==> src/indexed_ordered_list_assert.svh <==
// Assertion macros shared by the list RTL.
// Each macro expects clk and rst_n in scope.
`ifndef INDEXED_ORDERED_LIST_ASSERT_SVH
`define INDEXED_ORDERED_LIST_ASSERT_SVH

// Same-cycle implication.
`define ILIST_ASSERT_NOW(label, ante, cons) \
  label: assert property (@(posedge clk) disable iff (!rst_n) (ante) |-> (cons)) \
    else $error("indexed_ordered_list: assertion failed");

// Next-cycle implication.
`define ILIST_ASSERT_NEXT(label, ante, cons) \
  label: assert property (@(posedge clk) disable iff (!rst_n) (ante) |=> (cons)) \
    else $error("indexed_ordered_list: assertion failed");

`endif

==> src/ilist_pkg.sv <==
package ilist_pkg;

  localparam int ILIST_CAPACITY   = 64;
  localparam int ILIST_VALUE_BITS = 32;

  // Signed compare width: covers indices up to the largest capacity and
  // move targets from -128 up to 127 + 127.
  localparam int CMD_W = 12;

  typedef enum logic [1:0] {
    KIND_INSERT = 2'd0,
    KIND_REMOVE = 2'd1,
    KIND_MOVE   = 2'd2,
    KIND_READ   = 2'd3
  } kind_t;

  typedef enum logic [1:0] {
    STS_OK         = 2'd0,
    STS_BAD_INDEX  = 2'd1,
    STS_BAD_TARGET = 2'd2,
    STS_FULL       = 2'd3
  } status_t;

  typedef enum logic [1:0] {
    CM_HOLD   = 2'd0,
    CM_INSERT = 2'd1,
    CM_REMOVE = 2'd2,
    CM_MOVE   = 2'd3
  } cell_mode_t;

  // Broadcast to every cell of the chain.
  typedef struct packed {
    cell_mode_t              mode;
    logic signed [CMD_W-1:0] pos;
    logic signed [CMD_W-1:0] tgt;
  } cell_cmd_t;

endpackage

==> src/ilist_cell.sv <==
module ilist_cell import ilist_pkg::*; #(
  parameter int VALUE_BITS = ILIST_VALUE_BITS,
  parameter int IDX        = 0
) (
  input  logic                  clk,
  input  cell_cmd_t             cmd,
  input  logic [VALUE_BITS-1:0] load_value,
  input  logic [VALUE_BITS-1:0] left_value,
  input  logic [VALUE_BITS-1:0] right_value,
  output logic [VALUE_BITS-1:0] value
);

  localparam logic signed [CMD_W-1:0] MY_IDX = CMD_W'(IDX);

  logic [VALUE_BITS-1:0] value_r;
  logic [VALUE_BITS-1:0] value_nxt;

  always_comb begin
    value_nxt = value_r;
    unique case (cmd.mode)
      CM_HOLD: value_nxt = value_r;
      CM_INSERT: begin
        if (MY_IDX == cmd.pos) begin
          value_nxt = load_value;
        end else if (MY_IDX > cmd.pos) begin
          value_nxt = left_value;
        end
      end
      CM_REMOVE: begin
        if (MY_IDX >= cmd.pos) begin
          value_nxt = right_value;
        end
      end
      CM_MOVE: begin
        // element travels from pos to tgt; cells between close up
        if (MY_IDX == cmd.tgt) begin
          value_nxt = load_value;
        end else if (cmd.tgt > cmd.pos && MY_IDX >= cmd.pos && MY_IDX < cmd.tgt) begin
          value_nxt = right_value;
        end else if (cmd.tgt < cmd.pos && MY_IDX > cmd.tgt && MY_IDX <= cmd.pos) begin
          value_nxt = left_value;
        end
      end
      default: value_nxt = value_r;
    endcase
  end

  always_ff @(posedge clk) begin
    value_r <= value_nxt;
  end

  assign value = value_r;

endmodule

==> config.mk <==
export PLATFORM = sky130hd
export DESIGN_NAME = ilist_cell
export DESIGN_NICKNAME = d
export VERILOG_FILES = /design/src/indexed_ordered_list_assert.svh /design/src/ilist_pkg.sv /design/src/ilist_cell.sv
export SDC_FILE = /design/constraint.sdc
export NUM_CORES = 1
export LEC_CHECK = 0
export BUFFER_PORTS_ARGS = -buffer_cell sky130_fd_sc_hd__clkbuf_2
export CORE_MARGIN = 3
export CORE_UTILIZATION = 49
export CTS_CLUSTER_DIAMETER = 50
export DETAILED_ROUTE_END_ITERATION = 10
export PLACE_DENSITY = 0.88
export SYNTH_ARGS = -nofsm -noshare
export SYNTH_HDL_FRONTEND = slang
export SYNTH_SLANG_ARGS = --single-unit
==> constraint.sdc <==
create_clock -name clk -period 5.18 [get_ports clk]
set_clock_uncertainty 0.2 [all_clocks]
set_input_delay 0.259 -clock clk [delete_from_list [all_inputs] [get_ports clk]]
set_output_delay 0.259 -clock clk [all_outputs]
set_load 0.05 [all_outputs]
## After elaboration in Yosys (flattened, before gate mapping)

Index checks and enable logic that the tools add are counted.

- Bits in registers: 32
- Output and inout bits: 32
- Word-level logic and storage cells: 30
- Bits of input ports: 123

- Bitwise operators: 1
- Eq/ne operators: 6
- Order comparisons: 7
- Reductions and logical operators: 8
- Mux-type cells: 7

Operators by type and width:

| operator | number |
|---|---|
| $mux W32 | 6 |
| $pmux W32 S3 | 1 |
| $gt A1 B12 Y1 const A | 2 |
| $logic_not A12 Y1 | 2 |
| $ge A1 B12 Y1 const A | 1 |
| $gt A12 B12 Y1 | 1 |
| $le A1 B12 Y1 const A | 1 |
| $lt A1 B12 Y1 const A | 1 |
| $lt A12 B12 Y1 | 1 |
| $eq A2 B2 Y1 const B | 2 |
| $logic_and A1 B1 Y1 | 4 |
| $ne A4 B4 Y1 const B | 1 |
| $reduce_and A4 Y1 | 1 |
| $ne A3 B3 Y1 const B | 1 |
| $eq A2 B1 Y1 const B | 1 |
| $logic_not A2 Y1 | 1 |
| $ne A2 B2 Y1 const B | 1 |
| $not A1 Y1 | 1 |

## Depth between registers and ports, before layout

- Depth in word-level cells: 7
- Depth in mapped cells: 9

## Worst setup path before layout

No wires, ideal clock.

- Kind: input port to flip-flop
- Start: in cmd[18] (netlist bit)
- End: reg value_r[0] (netlist: value[0]) (enable)
- Arrival: 2.766 ns
- Library setup time: 0.394 ns
- Slack: 1.819 ns
- Cell stages on the path: 6
- Required time: 4.586 ns
- Buffers on the path: 1
- Path through: or4_4 o31ai_4 o311ai_2 a211oi_4 buf_8 o31a_1

- Longest elaborated chain between the ends: 5
- Elaborated cells between the ends (all ways): 14
- Classes of those cells: order compare: 5; eq/ne: 3; reduce/logical: 6

RTL lines:

| what | line | text |
|---|---|---|
| start, declared | ilist_cell.sv:6 | `input cell_cmd_t cmd,` |
| $gt A12 B12 Y1 (tied with other cells) | ilist_cell.sv:38 | `end else if (cmd.tgt > cmd.pos && MY_IDX >= cmd.pos && MY_IDX < cmd.tgt) begin` |
| $logic_and A1 B1 Y1 (on tied branches) (2 in a row) | ilist_cell.sv:38, ilist_cell.sv:40 |  |
| $ne A4 B4 Y1 (no line) | - |  |
| $reduce_and A4 Y1 (no line) * | - |  |
| end signal, assigned | ilist_cell.sv:49 | `value_r <= value_nxt;` |
| end, declared | ilist_cell.sv:15 | `logic [VALUE_BITS-1:0] value_r;` |

Mark *: on every way between the ends. The rest lies on a longest branch, timed or not.
A chain may end at the register's enable or synchronous reset.

## Worst setup path in the final report

- Start: in cmd[23] (netlist bit)
- End: reg value_r[1] (netlist: value[1]) (enable)

Same word-level chain as after synthesis.

==> results by group <==
Outcome
  – Outcome: finished, final reports clean

Timing
  – Hold WS: about 0.11 ns
  – Final setup margin: between 1.5 and 2 ns
  – Worst-Margin Slew: approximately 1.3 ns
  – Final period utilization: about three fifths
  – Setup violators final: 0
  – Setup_tns: 0 ns
  – Final hold viol count: 0
  – Relative slew margins: approximately 16%
  – Final Critical Period: between 3 and 4 ns
  – RSZ-0062 raised after global routing: no
  – Final Max Tran Viols: 0
  – Achievable Freq: just over 300 MHz

Detailed routing
  – Antenna-violating nets left: 0
  – Final WL: around 9 mm
  – DR WL/cell: between 15 and 20 um
  – # DRC: 0
  – Vias: 3,140
  – Routed vias/inst: ~6.0
  – Iter 0 DRT Violations: around 230
  – DRT Pass-1 Iters: 5

Setup path
  – Critical Path RT: a little under 5 ns
  – Setup Crit Path Kind: in -> reg
  – CP Launch Type: input pin
  – Largest stage delay on the critical path: between 0.7 and 0.8 ns
  – Crit. End Element: flip-flop
  – CP delay by family, top: compound AO/OA/AOI/OAI gates
  – Crit-path slowest cell: o31a_2
  – Cell Chain, Critical Path: clkbuf_2 -> inv_1 -> ha_1 -> nand4_1 -> o21ba_2 -> a21o_1 -> a211oi_4 -> buf_4 -> o31a_2
  – CP Buf/Inv Count: 3
  – Critical path arrival: 2.91 ns
  – CP max FO: 33

Clock network
  – Cts hold-fix bufs: 0
  – Root Buffer Master: clkbuf_8
  – Clock sink count: 32
  – H-tree depth: 2
  – Number of CTS-inserted buffers: 5
  – Clock buffer depth: 2
  – Clock Pin Slew Worst Setup and Hold Paths: approximately 0.060 ns
  – Post-CTS setup buffers: 0
  – CTS tree: done
  – Post-cts sizing count: 0

Yosys
  – Unique masters post-synth: 37
  – Synthesized area: ~2700 um^2
  – Ys async rst share: 0%
  – Seq cells post-synth: 32
  – Yosys top cell area share: roughly a third
  – Dominant cells by area after synthesis: edfxtp_1 (35%), mux2i_1 (12%), a221oi_1 (9.9%), nand2_1 (8.8%), a21oi_1 (6.0%)
  – Yosys Warn Count: 0
  – Number of flops mapped to enable cells by yosys: 32
  – Largest area contributor in the netlist: edfxtp_1
  – Post-Syn Nets: roughly 450
  – Mapped Cells: 310
  – Ys flop type: edfxtp_1
  – Syn Area/Cell: around 8.8 um^2
  – Seq/Total Area, Yosys: approximately a third
  – Most common cell in the synthesized netlist: nand2_1
  – Most instantiated cells after synthesis: nand2_1 (64), a21oi_1 (33), edfxtp_1 (32), mux2i_1 (32), a221oi_1 (31)

Place
  – Place WS: around 1.7 ns
  – Detailed Place HPWL: about 6.4 mm
  – Port Buffers: between 150 and 200
  – Gpl congestion: about 0.85
  – Placed inst area: 3520 um^2

Final layout
  – Reg area: around 960 um^2
  – Share of cells above drive strength 1: just under 40%
  – Fillers: just over 400
  – # diodes: 0
  – Max reg flops: 32
  – Area of the multi-input gates: 1614 um^2
  – Fin area: around 3600 um^2
  – Layout Nets: 587
  – Layout Area Growth over Synthesis: 32.50%

Power
  – Pwr dens: between 200 and 300 nW/um^2
  – Leak: between 1.5 and 2 nW
  – Total power after layout: 0.0009132 W
  – Worst vdd ir: between 0.1 and 0.15 mV

Global route
  – GRT overflow: 0
  – Vias in the first global route: roughly 3,000
  – First-pass GRT wire length: roughly 13 mm
  – Largest net degree at the start of global routing: 37
  – Tot GR Track Use: 25.90%
  – Initial antenna violation count: 0

Floorplanning
  – Initial Util: roughly 52%
  – Core Box Area: 5270 um^2
  – Die height: slightly above 80 um
  – Rows: 26
  – Die area: 6520 um^2
  – Die Width: just over 80 um
  – Boundary pin count: around 160

Hold path
  – Min-Delay Path Class: in -> reg
  – Hold Crit Start: load_value[27]
  – Hold depth: 3
  – Worst hold endpoint: value[27]

Job
  – Number of max-cap violations: 0
==> final cells by class <==
type / instances / area share, %
sequential: 32 / 26.49
tap: 70 / 2.415
clock inverter: 2 / 0.9658
timing repair buffer: 159 / 22.28
inverter: 13 / 1.345
multi-input combinational: 241 / 44.50
clock buffer: 6 / 2.001
==> through the flow <==
| step | utilization [%] | std cells |
|---|---|---|
| 2_1_floorplan | - | 310 |
| 3_3_place_gp | 66.79 | 515 |
| 3_5_place_dp | 66.79 | 515 |
| 4_1_cts | 68.83 | 523 |
| 5_1_grt | 68.83 | 523 |
| 6_report | 68.83 | 523 |
==> logic make-up (layout without fill, tap and decap cells) <==
| family | Yosys count | after routing | synth area share (%) |
|---|---|---|---|
| fa+ha+maj | 13 | 13 | 5.850 |
| compound gates | 109 | 109 | 26.87 |
| simple gates | 87 | 87 | 14.17 |
| mux | 32 | 32 | 11.70 |
| flops | 32 | 32 | 35.10 |
| buf+inv | 37 | 180 | 6.307 |
==> worst max path at each step <==
stage	start	end	slack [ns]	cells past startpoint
2_1_floorplan	cmd[18]	value[0]	1.82	6
3_3_place_gp	cmd[18]	value[5]	1.73	7
3_5_place_dp	cmd[23]	value[15]	1.68	9
4_1_cts	cmd[23]	value[0]	1.96	9
5_1_grt	cmd[23]	value[15]	1.79	9
6_report	cmd[23]	value[1]	1.97	9
==> power breakdown <==
part	internal (W)	total, W	switching [W]
registers	0.000330	0.000342	0.0000119
clock network	0.000143	0.000228	0.0000854
logic	0.000107	0.000344	0.000237
total	0.000579	0.000913	0.000334
==> metal layers <==
metal / vias to the layer above / wire (um) / global-route usage, %
met5: - / 0 / 0
met4: 0 / 133 / 8.108
met3: 15 / 845 / 5.100
met2: 172 / 4375 / 48.68
met1: 1478 / 3421 / 29.32
li1: 1475 / - / -
==> cell usage in the layout (no fill, tap or decap), drive strengths merged <==
| cell | netlist | final |
|---|---|---|
| and3 | 2 | 2 |
| o211ai | 2 | 2 |
| nor3 | 2 | 2 |
| o31ai | 1 | 1 |
| o21ai | 32 | 32 |
| bufinv | 0 | 1 |
| inv | 13 | 13 |
| and2 | 1 | 1 |
| nor4 | 4 | 4 |
| nor2b | 1 | 1 |
| a32oi | 1 | 1 |
| or4 | 3 | 3 |
| clkinv | 0 | 1 |
| maj3 | 1 | 1 |
| nor2 | 3 | 3 |
| nand3 | 1 | 1 |
| o311ai | 1 | 1 |
| a211oi | 3 | 3 |
| o211a | 1 | 1 |
| mux2i | 32 | 32 |
| o31a | 1 | 1 |
| a221oi | 31 | 31 |
| nand4 | 3 | 3 |
| a31oi | 1 | 1 |
| or3 | 1 | 1 |
| buf | 4 | 5 |
| clkbuf | 20 | 160 |
| nand3b | 1 | 1 |
| a21o | 1 | 1 |
| nand2 | 64 | 64 |
| nand4b | 1 | 1 |
| edfxtp | 32 | 32 |
| o21ba | 1 | 1 |
| ha | 12 | 12 |
| a21oi | 33 | 33 |
Power figures use the tool's default switching activity.
